**src/assert_macros.svh**
```systemverilog
// assertion macros shared by the rewrite break decision rtl
// no dependencies; included by files that carry concurrent checks
`ifndef ASSERT_MACROS_SVH
`define ASSERT_MACROS_SVH

// check with reset masking
`define RBD_ASSERT(lbl, clk, rst_n, prop, msg) \
    lbl: assert property (@(posedge clk) disable iff (!rst_n) prop) else $error(msg);

// check that also applies while reset is held
`define RBD_ASSERT_RST(lbl, clk, prop, msg) \
    lbl: assert property (@(posedge clk) prop) else $error(msg);

`endif

```
**src/rbd_pkg.sv**
```systemverilog
// shared widths, constants and types of the rewrite break decision block
// no dependencies; imported by every module of the block
package rbd_pkg;

    localparam int SIZE_W    = 32;
    localparam int SCORE_W   = 16;
    localparam int PROD_W    = SIZE_W + SCORE_W;
    localparam int FACTOR_W  = 5;
    localparam int CFG_IDX_W = 2;
    localparam int FLAG_W    = 4;
    localparam int DIV_CELLS = SCORE_W;
    localparam int IN_DATA_W = ((4 * SIZE_W + 7) / 8) * 8;

    localparam logic [SCORE_W-1:0]  FULL_SCORE    = SCORE_W'(60000);
    localparam logic [SCORE_W-1:0]  DEFAULT_BREAK = SCORE_W'(30000);
    localparam logic [SCORE_W-1:0]  DEFAULT_MERGE = SCORE_W'(36000);
    localparam logic [SIZE_W-1:0]   MIN_PAIR_SIZE = SIZE_W'(400);
    localparam logic [FACTOR_W-1:0] ADD_FACTOR    = FACTOR_W'(20);

    // register indexes on the configuration port
    localparam logic [CFG_IDX_W-1:0] REG_BREAK = CFG_IDX_W'(0);
    localparam logic [CFG_IDX_W-1:0] REG_MERGE = CFG_IDX_W'(1);

    typedef struct packed {
        logic              eligible;
        logic              same_kind;
        logic              same_content;
        logic              data_error;
        logic [SIZE_W-1:0] src_size;
        logic [SIZE_W-1:0] dst_size;
        logic [SIZE_W-1:0] copied_bytes;
        logic [SIZE_W-1:0] added_bytes;
    } t_item;

    typedef struct packed {
        logic do_break;
        logic full;
    } t_side;

    // p: partial remainder, lq: dividend low bits shifting out, quotient shifting in
    typedef struct packed {
        logic [SIZE_W-1:0]  p;
        logic [SCORE_W-1:0] lq;
        logic [SIZE_W-1:0]  d;
        t_side              side;
    } t_flow;

endpackage

```
**src/rbd_div_cell.sv**
```systemverilog
// one cell of the divider row: resolves one quotient bit per transfer
// depends on rbd_pkg and assert_macros.svh
`include "assert_macros.svh"

module rbd_div_cell (
    input  logic           i_clk,
    input  logic           i_rst_n,
    input  logic           i_valid,
    input  rbd_pkg::t_flow i_flow,
    output logic           o_ready,
    output logic           o_valid,
    output rbd_pkg::t_flow o_flow,
    input  logic           i_ready
);
    import rbd_pkg::*;

    logic            r_valid;
    t_flow           r_flow, n_flow;
    logic [SIZE_W:0] w_trial, w_diff;
    logic            w_ge;

    always_comb begin
        w_trial     = {i_flow.p, i_flow.lq[SCORE_W-1]};
        w_diff      = w_trial - {1'b0, i_flow.d};
        w_ge        = w_trial >= {1'b0, i_flow.d};
        n_flow      = i_flow;
        n_flow.p    = w_ge ? w_diff[SIZE_W-1:0] : w_trial[SIZE_W-1:0];
        n_flow.lq   = {i_flow.lq[SCORE_W-2:0], w_ge};
    end

    assign o_ready = !r_valid || i_ready;
    assign o_valid = r_valid;
    assign o_flow  = r_flow;

    always_ff @(posedge i_clk) begin
        if (!i_rst_n) begin
            r_valid <= 1'b0;
        end else if (o_ready) begin
            r_valid <= i_valid;
        end
    end

    always_ff @(posedge i_clk) begin
        if (o_ready && i_valid) begin
            r_flow <= n_flow;
        end
    end

    `RBD_ASSERT(a_rem_below_div, i_clk, i_rst_n, (r_valid && (r_flow.d != '0)) |-> (r_flow.p < r_flow.d), "partial remainder not below divisor")

endmodule

```
**config.mk**
```make
export PLATFORM = sky130hd
export DESIGN_NAME = rbd_div_cell
export DESIGN_NICKNAME = d
export VERILOG_FILES = /design/src/rbd_pkg.sv /design/src/rbd_div_cell.sv
export VERILOG_INCLUDE_DIRS = /design/src /design/src/src
export SDC_FILE = /design/constraint.sdc
export NUM_CORES = 1
export LEC_CHECK = 0
export BUFFER_PORTS_ARGS = -buffer_cell sky130_fd_sc_hd__buf_2
export CORE_MARGIN = 4
export CORE_UTILIZATION = 45
export CTS_CLUSTER_DIAMETER = 200
export DETAILED_ROUTE_END_ITERATION = 8
export HOLD_SLACK_MARGIN = 0.12
export PLACE_DENSITY = 0.76
export REMOVE_ABC_BUFFERS = 1
export SETUP_SLACK_MARGIN = 0.1
export SYNTH_ARGS = -nofsm -noshare
export SYNTH_HDL_FRONTEND = slang
export SYNTH_SLANG_ARGS = --single-unit
export TNS_END_PERCENT = 30
```
**constraint.sdc**
```tcl
create_clock -name i_clk -period 3.4 [get_ports i_clk]
set_input_delay 0.51 -clock i_clk [delete_from_list [all_inputs] [get_ports i_clk]]
set_output_delay 0.51 -clock i_clk [all_outputs]
set_load 0.02 [all_outputs]
```
# [Word level (Yosys, flattened, before mapping)]
# Index checks and enable logic that the tools add are counted.
# W data, S select, Z words.
[totals] inputBits=86 latchBits=0 n_memories=0 out_inout_bits=84 rom_bits=0 elab_cells=12 reg_bits=83 mem_bits_rw=0
[op_classes] n_shift=0 div=0 addsub=1 n_mux=1 bitwise=0 n_eq_ne=0 n_reduce_logical=3 order_cmp=1 mul=0
[ops] cell="$ge A33 B32 Y1" n=1
[ops] cell="$mux W32" n=1
[ops] cell="$sub A32 B32 Y32" n=1
[ops] cell="$logic_and A1 B1 Y1" n=1
[ops] cell="$logic_not A1 Y1" n=1
[ops] cell="$logic_or A1 B1 Y1" n=1

# [Logic depth before layout (Yosys ltp)]
[depth] ltp_word=3 ltp_mapped=13 depth_no_buf=12

# [Worst setup path before layout]
# OpenSTA, ideal clock, no wires.
[synth_timing] kind="input to register" from="input port i_flow[20] in the netlist's numbering" to="register r_flow (netlist bit o_flow[63]) (data pin)" path_slack_ns=0.049 stages=12 setup_ns=0.262 arrival_ns=3.089 cell_sequence="inv_1 -> ha_1 -> clkbuf_1 -> nand4_1 -> or4_1 -> a21oi_1 -> nor3_1 -> a211oi_2 -> o21ai_2 -> o31ai_4 -> buf_4 -> mux2_1"
[synth_lines] item="from (decl)" line="rbd_div_cell.sv:9" source="input rbd_pkg::t_flow i_flow,"
[synth_lines] item="to (signal assigned)" line="rbd_div_cell.sv:45" source="r_flow <= n_flow;"
[synth_lines] item="to (decl)" line="rbd_div_cell.sv:18" source="t_flow r_flow, n_flow;"

==> flow_metrics.py <==
metrics = {
    "status": {
        "outcome": "finished clean",
    },
    "route": {
        "via_count": 3926,
        "drt-wirelength-per-cell_um": 14.91,
        "via_per_inst": 5.166,
        "drc": 0,
        "dr.pass1.iters": 6,
        "detail_route.iter0.violations": 238,
        "detail-route-antenna-nets": 0,
        "final_wl_um": 11330,
    },
    "power": {
        "cellInternalPower_mw": 1.827,
        "power_density_nw_per_um2": 443.3,
        "clk_pwr_share_pct": 23.9,
        "power.combinational.fraction_pct": 28.9,
        "p_sw_uw": 847.4,
        "power.share.switching_pct": 31.68,
        "power_frac_seq_pct": 47.1,
        "power.leakage_nw": 2.752,
        "vdd_drop_max_uv": 196.0,
    },
    "global_routing": {
        "global_route_wire_length_before_repair_um": 17530,
        "globalRouteOverflowTotal": 0,
        "antenna_found_initial": 0,
        "grt_max_degree": 45,
        "first_global_vias": 3769,
        "track_usage_pct": 18.33,
    },
    "placed_design": {
        "finalWeightedCongestion": 0.8488,
        "number_of_input_and_output_port_buffers_inserted": 169,
        "dpl.hpwl_um": 8982,
        "dpl.cell_count": 744,
    },
    "timing": {
        "rsz0062_at_grt": "no",
        "timing.final.crit_period_ns": 3.066,
        "timing.final.hold_violations": 0,
        "timing.final.setup_violations": 0,
        "worst_slew_margin_relative_to_its_limit_pct": 65.59,
        "tightestPinTransition_ns": 0.5114,
        "report.final.slew_viol_count": 0,
        "fin_setup_tns_ns": 0,
        "min_period_over_period_pct": 90.18,
        "fmaxAchievable_ghz": 0.3261,
        "clock-skew-final_ns": 0.01396,
    },
    "clocking": {
        "worstSkewPairLatency_ns": 0.36,
        "post_cts_buffers": 0,
        "tritoncts_clock_tree": "yes",
        "postCtsResizedCells": 0,
        "cts_inserted_buffers": 9,
        "cts.htree.levels": 3,
        "clock_sink_count": 83,
        "cts-root-buf": "clkbuf_8",
        "clock_tree.buffer_depth": 2,
        "cts-hold-fix-buffers": 0,
        "worst_setup_hold_path_clk_slew_ns": 0.09,
    },
    "floorplanning": {
        "ios": 170,
        "fp-row-count": 37,
        "floorplan.initialDensity_pct": 45.88,
        "design.core.area_sq_um": 10230,
        "die_h_um": 110.1,
        "design.die.area_sq_um": 12130,
        "horizontal_extent_of_the_die_um": 110.1,
    },
    "synthesis": {
        "number_of_synthesized_flops_with_an_enable_pin": 82,
        "mappedNetlistArea_sq_um": 4695,
        "synth-async-reset-ratio_pct": 0,
        "yosysUniqueCellTypes": 49,
        "synthesis.yosys.warnings": 0,
        "yosysSeqAreaShare_pct": 52.88,
        "synth_top_flop_cell": "edfxtp_1",
        "post_synth_inst_count": 428,
        "ff_latch_count_synth": 83,
        "average_cell_area_after_synthesis_sq_um": 10.97,
    },
    "hold_path": {
        "min-delay-start": "i_flow[0]",
        "holdPathEnd": "o_flow[0]",
        "timing.hold.worst_path_depth": 1,
        "worstHoldPathType": "input port to flip-flop",
    },
    "final_layout": {
        "commonest_non_fill_non_tap_cell_in_the_layout": "buf_2",
        "antenna_cells_inserted": 0,
        "syn_to_final_growth_pct": 28.52,
        "num-nets-final": 738,
        "layoutNonFillerInstCount": 760,
        "final_layout_size_suffix_gt1_share_pct": 35.58,
        "layout_common_cells": "169 x buf_2, 82 x edfxtp_1, 55 x a21oi_1",
    },
    "setup_path": {
        "rrSetupSlack_ns": 1.85,
        "worstPathMaxFanout": 2,
        "critPathArrivalTime_ns": 3.17,
        "crit_path_from": "i_flow[2]",
        "critical_setup_path_kind": "input port to flip-flop",
        "worst_r2r_path_depth": 3,
        "worst_setup_path_end_kind": "flip-flop",
        "critPathRequiredTime_ns": 3.50,
        "worst_r2r_startpoint": "o_valid",
        "type_of_origin_of_the_critical_path": "input port",
        "worstReg2RegEnd": "o_flow[64]",
    },
    "job": {
        "max-cap-violations": 0,
    },
}
[cell usage after synthesis (2+ instances only)]
library cell | instances | area, sq um
o21bai_1 | 3 | 22.52
a21o_1 | 13 | 97.59
mux2_2 | 6 | 67.56
nor2_1 | 37 | 138.9
mux2i_1 | 2 | 20.02
clkbuf_1 | 8 | 30.03
nand4_1 | 7 | 43.79
buf_2 | 4 | 20.02
xnor2_1 | 15 | 131.4
xor2_1 | 12 | 105.1
o21ai_0 | 15 | 75.07
edfxtp_1 | 82 | 2462
o211ai_1 | 4 | 30.03
nor4_1 | 4 | 25.02
ha_1 | 32 | 400.4
a21oi_1 | 55 | 275.3
buf_4 | 3 | 22.52
inv_1 | 39 | 146.4
o21a_1 | 6 | 45.04
nor3_1 | 2 | 10.01
and2_1 | 3 | 18.77
a31oi_1 | 2 | 12.51
o22ai_1 | 2 | 12.51
a211o_1 | 2 | 17.52
nand2_1 | 28 | 105.1
nand3_1 | 8 | 40.04
mux2_1 | 4 | 45.04
nand2b_1 | 5 | 31.28
o41ai_1 | 2 | 17.52
nor2b_1 | 2 | 12.51
a211oi_1 | 3 | 22.52
[layer usage]
layer,track usage [%],vias up,wire (um),share of wire [%]
met5,0,-,0,0
met4,7.300,0,267,2.4
met3,4.310,27,896,7.9
met2,30.03,157,5306,47
met1,23.49,1795,4860,43
li1,-,1947,-,-
[power groups by stage]
stage / Combinational [mW] / Sequential [mW] / Clock (mW)
2_1_floorplan: 0.378 / 1.40 / 0
3_3_place_gp: 0.754 / 1.28 / 0
3_5_place_dp: 0.769 / 1.28 / 0
4_1_cts: 0.776 / 1.26 / 0.653
5_1_grt: 0.851 / 1.27 / 0.706
6_report: 0.774 / 1.26 / 0.640
[critical path: stages]
cell and delay [ns]:
buf_2 0.12, ha_1 0.22, fa_1 0.40, nand2b_1 0.17
a21oi_1 0.16, o2111ai_1 0.17, o311a_1 0.34, a21oi_1 0.21
a21oi_1 0.13, o41ai_1 0.33, xor2_1 0.11, mux2_1 0.31
[cells by family after synthesis]
| logic type | after synthesis | synth area share (%) |
|---|---|---|
| buffers and inverters | 54 | 4.664 |
| xor gates and xnor gates | 27 | 5.037 |
| adders and majority gates | 33 | 8.955 |
| DFF | 83 | 52.88 |
| AOI/OAI and AO/OA | 119 | 15.96 |
| muxes | 12 | 2.825 |
| and+or+nand+nor | 100 | 9.675 |
[cell type report]
class,count,area [sq um]
multi-input combinational,291,1996
tap,136,170.2
inverter,39,146.4
timing repair buffer,195,1066
clock inverter,7,48.80
sequential,83,2482
clock buffer,9,123.9
fill,884,4198
[registers in the layout, indices dropped and copies added, names as in the netlist]
signal   count
o_valid      1
o_flow      82
[how the worst max path moves through the flow]
stage,to,slack (ns),depth (start not counted)
floorplan,o_flow[53],-0.54,10
global placement,o_flow[80],0.04,12
detailed placement,o_flow[80],-0.05,12
CTS,o_flow[80],0.33,12
global route,o_flow[76],0.16,14
finish,o_flow[80],0.33,12
[per-stage QoR]
stage	hold slack, ns	utilization, %	cell area (sq um)	total power, mW	setup slack, ns
detailed placement	0.5364	57.28	5861	2.053	-0.05297
floorplan	0.6089	-	4622	1.782	-0.5396
global placement	0.5042	57.28	5861	2.036	0.03668
global route	0.2968	58.97	6033	2.825	0.1577
CTS	0.3072	58.97	6033	2.690	0.3292
finish	0.3237	58.97	6033	2.675	0.3338
Note: power is estimated with default switching activity, not from simulation.
