[src/assert_macros.svh]
// assertion macros shared by the rewrite break decision rtl
// no dependencies; included by files that carry concurrent checks
`ifndef ASSERT_MACROS_SVH
`define ASSERT_MACROS_SVH

// check with reset masking
`define RBD_ASSERT(lbl, clk, rst_n, prop, msg) \
    lbl: assert property (@(posedge clk) disable iff (!rst_n) prop) else $error(msg);

// check that also applies while reset is held
`define RBD_ASSERT_RST(lbl, clk, prop, msg) \
    lbl: assert property (@(posedge clk) prop) else $error(msg);

`endif

[src/rbd_pkg.sv]
// shared widths, constants and types of the rewrite break decision block
// no dependencies; imported by every module of the block
package rbd_pkg;

    localparam int SIZE_W    = 32;
    localparam int SCORE_W   = 16;
    localparam int PROD_W    = SIZE_W + SCORE_W;
    localparam int FACTOR_W  = 5;
    localparam int CFG_IDX_W = 2;
    localparam int FLAG_W    = 4;
    localparam int DIV_CELLS = SCORE_W;
    localparam int IN_DATA_W = ((4 * SIZE_W + 7) / 8) * 8;

    localparam logic [SCORE_W-1:0]  FULL_SCORE    = SCORE_W'(60000);
    localparam logic [SCORE_W-1:0]  DEFAULT_BREAK = SCORE_W'(30000);
    localparam logic [SCORE_W-1:0]  DEFAULT_MERGE = SCORE_W'(36000);
    localparam logic [SIZE_W-1:0]   MIN_PAIR_SIZE = SIZE_W'(400);
    localparam logic [FACTOR_W-1:0] ADD_FACTOR    = FACTOR_W'(20);

    // register indexes on the configuration port
    localparam logic [CFG_IDX_W-1:0] REG_BREAK = CFG_IDX_W'(0);
    localparam logic [CFG_IDX_W-1:0] REG_MERGE = CFG_IDX_W'(1);

    typedef struct packed {
        logic              eligible;
        logic              same_kind;
        logic              same_content;
        logic              data_error;
        logic [SIZE_W-1:0] src_size;
        logic [SIZE_W-1:0] dst_size;
        logic [SIZE_W-1:0] copied_bytes;
        logic [SIZE_W-1:0] added_bytes;
    } t_item;

    typedef struct packed {
        logic do_break;
        logic full;
    } t_side;

    // p: partial remainder, lq: dividend low bits shifting out, quotient shifting in
    typedef struct packed {
        logic [SIZE_W-1:0]  p;
        logic [SCORE_W-1:0] lq;
        logic [SIZE_W-1:0]  d;
        t_side              side;
    } t_flow;

endpackage

[src/rbd_prep.sv]
// front pipeline: clamping, products and the break decision of one pair
// depends on rbd_pkg; feeds the divider cell row
module rbd_prep (
    input  logic                         i_clk,
    input  logic                         i_rst_n,
    input  logic                         i_valid,
    input  rbd_pkg::t_item               i_item,
    input  logic [rbd_pkg::SCORE_W-1:0]  i_brk,
    output logic                         o_ready,
    output logic                         o_valid,
    output rbd_pkg::t_flow               o_flow,
    input  logic                         i_ready
);
    import rbd_pkg::*;

    logic r_v1, r_v2, r_v3, r_v4, r_v5;
    logic w_rdy1, w_rdy2, w_rdy3, w_rdy4, w_rdy5;

    // stage 1
    logic               r1_full, r1_eval, n1_full, n1_eval;
    logic [SIZE_W-1:0]  r1_src, r1_dst, r1_max, r1_cpy, r1_add, n1_max, n1_cpy;
    logic [SCORE_W-1:0] r1_brk;
    // stage 2
    logic               r2_full, r2_eval;
    logic [SIZE_W-1:0]  r2_src, r2_max, r2_cpy, r2_add, r2_rem, n2_add;
    logic [SIZE_W:0]    w2_sum;
    logic [SCORE_W-1:0] r2_brk;
    // stage 3
    logic                       r3_full, r3_eval;
    logic [PROD_W-1:0]          r3_rf, r3_sbr, r3_bm, n3_rf, n3_sbr, n3_bm;
    logic [SIZE_W:0]            r3_num;
    logic [SIZE_W+FACTOR_W-1:0] r3_a20, n3_a20;
    logic [SIZE_W-1:0]          r3_rem, r3_cpy, r3_src;
    // stage 4
    logic              r4_full, r4_eval, r4_gt, r4_rm, r4_a, n4_gt, n4_a;
    logic [PROD_W:0]   r4_nf, n4_nf;
    logic [PROD_W-1:0] r4_bm, r4_rf;
    logic [SIZE_W-1:0] r4_src;
    // stage 5
    t_flow r5_flow, n5_flow;
    logic  w5_lt;

    assign w_rdy5  = !r_v5 || i_ready;
    assign w_rdy4  = !r_v4 || w_rdy5;
    assign w_rdy3  = !r_v3 || w_rdy4;
    assign w_rdy2  = !r_v2 || w_rdy3;
    assign w_rdy1  = !r_v1 || w_rdy2;
    assign o_ready = w_rdy1;
    assign o_valid = r_v5;
    assign o_flow  = r5_flow;

    always_ff @(posedge i_clk) begin
        if (!i_rst_n) begin
            r_v1 <= 1'b0;
            r_v2 <= 1'b0;
            r_v3 <= 1'b0;
            r_v4 <= 1'b0;
            r_v5 <= 1'b0;
        end else begin
            if (w_rdy1) r_v1 <= i_valid;
            if (w_rdy2) r_v2 <= r_v1;
            if (w_rdy3) r_v3 <= r_v2;
            if (w_rdy4) r_v4 <= r_v3;
            if (w_rdy5) r_v5 <= r_v4;
        end
    end

    // classify the pair, clamp the copied count
    always_comb begin
        n1_max  = (i_item.src_size > i_item.dst_size) ? i_item.src_size : i_item.dst_size;
        n1_full = i_item.eligible && !i_item.same_kind;
        n1_eval = i_item.eligible && i_item.same_kind && !i_item.same_content &&
                  !i_item.data_error && (n1_max >= MIN_PAIR_SIZE) &&
                  (i_item.src_size != '0);
        n1_cpy  = (i_item.copied_bytes > i_item.src_size) ? i_item.src_size
                                                          : i_item.copied_bytes;
    end

    always_ff @(posedge i_clk) begin
        if (w_rdy1 && i_valid) begin
            r1_full <= n1_full;
            r1_eval <= n1_eval;
            r1_src  <= i_item.src_size;
            r1_dst  <= i_item.dst_size;
            r1_max  <= n1_max;
            r1_cpy  <= n1_cpy;
            r1_add  <= i_item.added_bytes;
            r1_brk  <= i_brk;
        end
    end

    // clamp the added count against the destination size
    always_comb begin
        w2_sum = {1'b0, r1_add} + {1'b0, r1_cpy};
        if (w2_sum > {1'b0, r1_dst}) begin
            n2_add = (r1_cpy < r1_dst) ? (r1_dst - r1_cpy) : '0;
        end else begin
            n2_add = r1_add;
        end
    end

    always_ff @(posedge i_clk) begin
        if (w_rdy2 && r_v1) begin
            r2_full <= r1_full;
            r2_eval <= r1_eval;
            r2_src  <= r1_src;
            r2_max  <= r1_max;
            r2_cpy  <= r1_cpy;
            r2_add  <= n2_add;
            r2_rem  <= r1_src - r1_cpy;
            r2_brk  <= r1_brk;
        end
    end

    // independent products
    always_comb begin
        n3_rf  = r2_rem * FULL_SCORE;
        n3_sbr = r2_src * r2_brk;
        n3_bm  = r2_max * r2_brk;
        n3_a20 = r2_add * ADD_FACTOR;
    end

    always_ff @(posedge i_clk) begin
        if (w_rdy3 && r_v2) begin
            r3_full <= r2_full;
            r3_eval <= r2_eval;
            r3_rf   <= n3_rf;
            r3_sbr  <= n3_sbr;
            r3_bm   <= n3_bm;
            r3_num  <= {1'b0, r2_rem} + {1'b0, r2_add};
            r3_a20  <= n3_a20;
            r3_rem  <= r2_rem;
            r3_cpy  <= r2_cpy;
            r3_src  <= r2_src;
        end
    end

    // removal score above threshold: removed*full >= src*(threshold+1)
    always_comb begin
        n4_nf = r3_num * FULL_SCORE;
        n4_gt = {1'b0, r3_rf} >= ({1'b0, r3_sbr} + (PROD_W+1)'(r3_src));
        n4_a  = (r3_a20 < (SIZE_W+FACTOR_W)'(r3_rem)) &&
                (r3_a20 < (SIZE_W+FACTOR_W)'(r3_cpy));
    end

    always_ff @(posedge i_clk) begin
        if (w_rdy4 && r_v3) begin
            r4_full <= r3_full;
            r4_eval <= r3_eval;
            r4_gt   <= n4_gt;
            r4_rm   <= r3_sbr < r3_rf;
            r4_a    <= n4_a;
            r4_nf   <= n4_nf;
            r4_bm   <= r3_bm;
            r4_rf   <= r3_rf;
            r4_src  <= r3_src;
        end
    end

    // edit ratio below threshold: (removed+added)*full < threshold*max
    always_comb begin
        w5_lt                 = r4_nf < {1'b0, r4_bm};
        n5_flow.p             = r4_rf[PROD_W-1:SCORE_W];
        n5_flow.lq            = r4_rf[SCORE_W-1:0];
        n5_flow.d             = r4_src;
        n5_flow.side.full     = r4_full;
        n5_flow.side.do_break = r4_full ||
                                (r4_eval && (r4_gt || (!w5_lt && !(r4_rm && r4_a))));
    end

    always_ff @(posedge i_clk) begin
        if (w_rdy5 && r_v4) begin
            r5_flow <= n5_flow;
        end
    end

endmodule

[config.mk]
export PLATFORM = sky130hd
export DESIGN_NAME = rbd_prep
export DESIGN_NICKNAME = d
export VERILOG_FILES = /design/src/assert_macros.svh /design/src/rbd_pkg.sv /design/src/rbd_prep.sv
export SDC_FILE = /design/constraint.sdc
export NUM_CORES = 2
export LEC_CHECK = 0
export BUFFER_PORTS_ARGS = -buffer_cell sky130_fd_sc_hd__buf_4
export CAP_MARGIN = 0
export CORE_MARGIN = 4
export CORE_UTILIZATION = 25
export DETAILED_ROUTE_END_ITERATION = 7
export PLACE_DENSITY = 0.45
export SLEW_MARGIN = 15
export SYNTH_ARGS = -nofsm -noshare
export SYNTH_HDL_FRONTEND = slang
export SYNTH_SLANG_ARGS = --single-unit
[constraint.sdc]
create_clock -name i_clk -period 23.7 [get_ports i_clk]
set_clock_uncertainty 0.05 [all_clocks]
set_input_delay 1.185 -clock i_clk [delete_from_list [all_inputs] [get_ports i_clk]]
set_output_delay 1.185 -clock i_clk [all_outputs]
set_load 0.005 [all_outputs]
Yosys cells after proc, flatten, opt, wreduce, memory -nomap -nowiden:

Index checks and enable logic that the tools add are counted.

* register bits: 915
* input bits: 152
* output and inout port bits: 84
* logic and storage cells: 102

* add/subtract/negate cells: 5
* $mul: 5
* order comparisons: 10
* mux-type cells: 4
* reduce and logical (&&, ||, !) cells: 33

Operators by type and width (count)
* 2-to-1 mux 32 bit: 4
* multiplier 32 x 16 -> 48 bit: 2
* < comparator 37 x 32 -> 1 bit: 2
* adder 32 x 32 -> 33 bit: 2
* > comparator 32 bit: 2
* subtractor 32 bit: 2
* adder 48 x 32 -> 49 bit: 1
* >= comparator 48 x 49 -> 1 bit: 1
* < comparator 49 x 48 -> 1 bit: 1
* < comparator 48 bit: 1
* multiplier 33 x 11 -> 44 bit (second input constant): 1
* multiplier 32 x 11 -> 43 bit (second input constant): 1
* multiplier 32 x 3 -> 35 bit (second input constant): 1
* > comparator 33 x 32 -> 1 bit: 1
* >= comparator 32 x 9 -> 1 bit (second input constant): 1
* < comparator 32 bit: 1
* nonzero test 32 bit: 1
* logical AND 1 bit: 15
* zero test 1 bit: 10
* logical OR 1 bit: 7

Logic depth before layout (Yosys ltp):

* depth in word-level cells: 7
* gate-level depth with buffers: 26

Least setup slack after synthesis:

No wires, ideal clock.

* kind: input -> register
* start: input port i_ready
* end: register r3_a20[10], enable pin
* arrival: 14.917 ns
* data required time: 22.640 ns
* path slack: 7.724 ns
* stages: 4
* path buffers: 1
* path through: nor2b_1 -> and3_1 -> clkbuf_1 -> nor2b_1

* cells in the longest elaborated chain, start to end: 4

RTL lines
* from (decl): line rbd_prep.sv:12 `input logic i_ready`
* logical OR 1 bit: line rbd_prep.sv:43 `assign w_rdy5 = !r_v5 || i_ready;`
* logical OR 1 bit: line rbd_prep.sv:44 `assign w_rdy4 = !r_v4 || w_rdy5;`
* logical OR 1 bit: line rbd_prep.sv:45 `assign w_rdy3 = !r_v3 || w_rdy4;`
* logical AND 1 bit: line rbd_prep.sv:124 `if (w_rdy3 && r_v2) begin`
* to (signal assigned): line rbd_prep.sv:131 `r3_a20 <= n3_a20;`
* to (decl): line rbd_prep.sv:32 `logic [SIZE_W+FACTOR_W-1:0] r3_a20, n3_a20;`

No other way between the ends.
A chain may end at the register's enable or synchronous reset.

Final worst setup path:

* start: register r2_brk[1]
* end: register r3_sbr[42], data pin

* cells in the longest elaborated chain, start to end: 1

RTL lines
* from (decl): line rbd_prep.sv:27 `logic [SCORE_W-1:0] r2_brk;`
* from (signal assigned): line rbd_prep.sv:111 `r2_brk <= r1_brk;`
* multiplier 32 x 16 -> 48 bit: line rbd_prep.sv:118 `n3_sbr = r2_src * r2_brk;`
* named net n3_sbr[42]: line rbd_prep.sv:30 `logic [PROD_W-1:0] r3_rf, r3_sbr, r3_bm, n3_rf, n3_sbr, n3_bm;`
* to (signal assigned): line rbd_prep.sv:128 `r3_sbr <= n3_sbr;`
* to (decl): line rbd_prep.sv:30

The timed path passes the listed nets, and every way through them passes these cells.

==> impl_metrics.env <==
export IMPL_clkTransAtPathRegs_ns=0.07
export IMPL_avgSynthCellArea_um2=10.7
export IMPL_cts_hold_buf=0
export IMPL_min_delay_path_depth=0
export IMPL_drv_slew=0
export IMPL_cp_required_ns=24.22
export IMPL_clock_sinks=914
export IMPL_layout_drive_gt1_share_pct=6.74
export IMPL_p_leak_nw=44.9
export IMPL_wl_per_cell_um=21.0
export IMPL_area_delta_synth_final_pct=12.9
export IMPL_n_fill_cell=37200
export IMPL_period_minus_slack_ns=8.52
export IMPL_cts_tree="done"
export IMPL_synth_edff_count=909
export IMPL_synth_seq_cells=914
export IMPL_die_y_um=608
export IMPL_whs_ns=0.365
export IMPL_end_kind="flip-flop"
export IMPL_cellPowerDensity_mw_per_mm2=119
export IMPL_synthCells=8382
export IMPL_hold_viol=0
export IMPL_hold_class="reg -> reg"
export IMPL_antenna_found_initial=40
export IMPL_fin_util_pct=28.3
export IMPL_vias_per_cell=4.61
export IMPL_tns_ns=0
export IMPL_r2r_start="r2_brk[1]"
export IMPL_period_share_pct=35.9
export IMPL_yosys_top_cells_count="inv_1, fa_1, ha_1"
export IMPL_drv_cap=0
export IMPL_synth_top_family_by_area="adder cells"
export IMPL_tightest_slew_ns=1.27
export IMPL_grt_overflow=0
export IMPL_hpwl_mm=226
export IMPL_place_inst=13200
export IMPL_yosys_area_share_adder_pct=38.5
export IMPL_grt_pass1_wl_mm=427
export IMPL_num_vias=62000
export IMPL_clockBufferDepth=4
export IMPL_slew_headroom_pct=15.1
export IMPL_hp_start="r4_rf[9]"
export IMPL_cts_buffers=119
export IMPL_grt_pass1_vias=67000
export IMPL_portBuffers=230
export IMPL_synth_mux_area_share_pct=0.445
export IMPL_rows=220
export IMPL_status="completed"
export IMPL_yosysWarningCount=0
export IMPL_reg2reg_setup_slack_ns=15.18
export IMPL_rr_endpoint="r3_sbr[42]"
export IMPL_start_util_pct=25.1
export IMPL_yosysSeqAreaShare_pct=30.4
export IMPL_clk_latency_ns=0.93
export IMPL_track_usage_pct=15.2
export IMPL_wl_mm=283
export IMPL_rr_worst_depth=22
export IMPL_synth_top_cells_by_area="edfxtp_1, fa_1, ha_1"
export IMPL_post_cts_buffers=0
export IMPL_ant_nets=0
export IMPL_dieArea_mm2=0.370
export IMPL_drt_initial_drc_count=3749
export IMPL_startpoint_type="flip-flop"
export IMPL_min_to="o_flow[43]"
export IMPL_postSynth_asyncResetShare_pct=0
export IMPL_critPathArrivalTime_ns=9.04
export IMPL_yosysTopAreaCell="edfxtp_1"
export IMPL_first_pass_iters=7
export IMPL_synth_most_common_cell="inv_1"
export IMPL_yosys_area_top_type_share_pct=30.3
export IMPL_path_class="reg -> reg"
export IMPL_drc=0
export IMPL_final_nets=10800
export IMPL_htreeDepth=3
export IMPL_synth_xor_area_share_pct=3.08
export IMPL_root_buffer="clkbuf_16"
export IMPL_synth_top_flop_cell="edfxtp_1"
export IMPL_setup_viol=0
export IMPL_synth_compound_area_share_pct=9.43
export IMPL_gp_congestion=0.890
export IMPL_io_pins=236
export IMPL_critical_path_max_fanout=49
export IMPL_core_mm2=0.359
export IMPL_yosys_area_share_simple_pct=11.1
export IMPL_yosysUniqueCellTypes=86
export IMPL_fmax_ghz=0.117
export IMPL_rsz0062_at_grt="false"
export IMPL_die_w_um=608
export IMPL_syn_area_mm2=0.0900
export IMPL_peakVddDrop_mv=0.119
export IMPL_grt_max_degree=69
export IMPL_fin_cells=13500
export IMPL_cts_resized=0
-- worst max-delay path, cell delays in order, from the launching register on --
cell and delay, ns:
edfxtp_1 0.79, buf_4 0.66, nand2_1 0.17, fa_1 0.55
fa_1 0.57, fa_1 0.45, fa_1 0.55, inv_1 0.05
fa_1 0.47, inv_1 0.05, fa_1 0.53, inv_1 0.05
ha_1 0.35, nand4_1 0.16, a211oi_1 0.24, o41ai_2 0.14
a41oi_1 0.66, a31oi_2 0.32, o221a_2 0.34, a21oi_1 0.35
a31o_2 0.28, a41oi_1 0.15, xnor2_1 0.15
-- registers in the layout, summed over array words and instances (netlist names), 33 cells and up --
register	flops
r4_bm	48
r3_sbr	48
r3_rf	42
r3_bm	48
o_flow	77
r3_a20	35
r3_num	33
r4_nf	44
r4_rf	43
-- layer usage --
metal / wire length, µm / vias up / track usage (%)
met1: 122000 / 31700 / 19.7
met5: 13 / - / 0
met2: 140000 / 1574 / 26.4
met3: 11400 / 434 / 1.61
li1: - / 28400 / -
met4: 9910 / 2 / 4.90
-- report_power, final --
part | switching (mW) | total, mW | internal (mW)
combinational | 4.48 | 7.57 | 3.09
sequential | 0.241 | 2.59 | 2.35
clock | 0.792 | 1.90 | 1.11
total | 5.51 | 12.1 | 6.55
-- through the flow --
step                power, mW  setup slack (ns)  cell area [µm²]
CTS                      12.2             15.15           102000
global route             13.2             14.72           102000
global placement         10.2             15.36            97500
detailed placement       10.2             15.22            97500
finish                   12.1             15.18           102000
floorplan                8.08              7.72            90000
-- kinds of logic (layout without fill, tap and decap cells) --
family          count (synthesis)  after routing
buf+inv                      1670           1974
other cells                     1             12
simple gates                 2049           2049
xor+xnor                      316            316
fa+ha+maj                    2092           2092
compound gates               1304           1304
mux                            36             36
flops                         914            914
-- layout by cell type (no fill, tap or decap), types with 12 or more instances in the layout --
cell        Yosys  layout
inv_1        1445    1445
fa_1         1129    1129
ha_1          963     963
edfxtp_1      909     909
nand2_1       852     852
and2_1        434     434
a21oi_1       371     370
buf_4           5     310
o21ai_0       249     249
a21o_1        240     240
nor2_1        235     235
xnor2_1       212     212
clkbuf_16       0     119
xor2_1        104     104
nand3_1        92      92
nand4_1        84      84
nor3_1         84      84
nor2b_1        77      75
o21a_1         62      62
nand2b_1       58      58
o21bai_1       51      51
a211oi_1       50      50
and3_1         46      46
o31ai_1        34      34
a31oi_1        34      33
mux2_2         32      32
nor4_1         23      23
o211ai_1       19      19
clkinv_1        0      19
clkinv_2        0      19
bufinv_16       0      17
a21boi_0       16      14
a211o_1        13      13
a2111oi_0      12      12
a221oi_1       12      12
inv_6           0      12
clkinvlp_4      0      12
-- final cells by class --
type	instances	area (µm²)	share of cell area [%]
Tap cell	4773	5970	5.88
Antenna cell	7	17.5	0.0172
Timing Repair Buffer	310	2330	2.29
Clock inverter	95	1050	1.03
Multi-Input combinational cell	5802	56400	55.5
Clock buffer	124	3000	2.95
Sequential cell	914	27400	27.0
Inverter	1445	5420	5.34
-- how the worst max path moves through the flow --
stage                   start    endpoint  slack, ns
finish              r2_brk[1]  r3_sbr[42]      15.18
global route        r2_brk[1]  r3_sbr[42]      14.72
CTS                 r2_brk[1]  r3_sbr[42]      15.15
detailed placement  r2_brk[1]  r3_sbr[42]      15.22
global placement    r2_brk[1]  r3_sbr[42]      15.36
floorplan             i_ready  r3_a20[10]       7.72
Power figures use the tool's default switching activity.
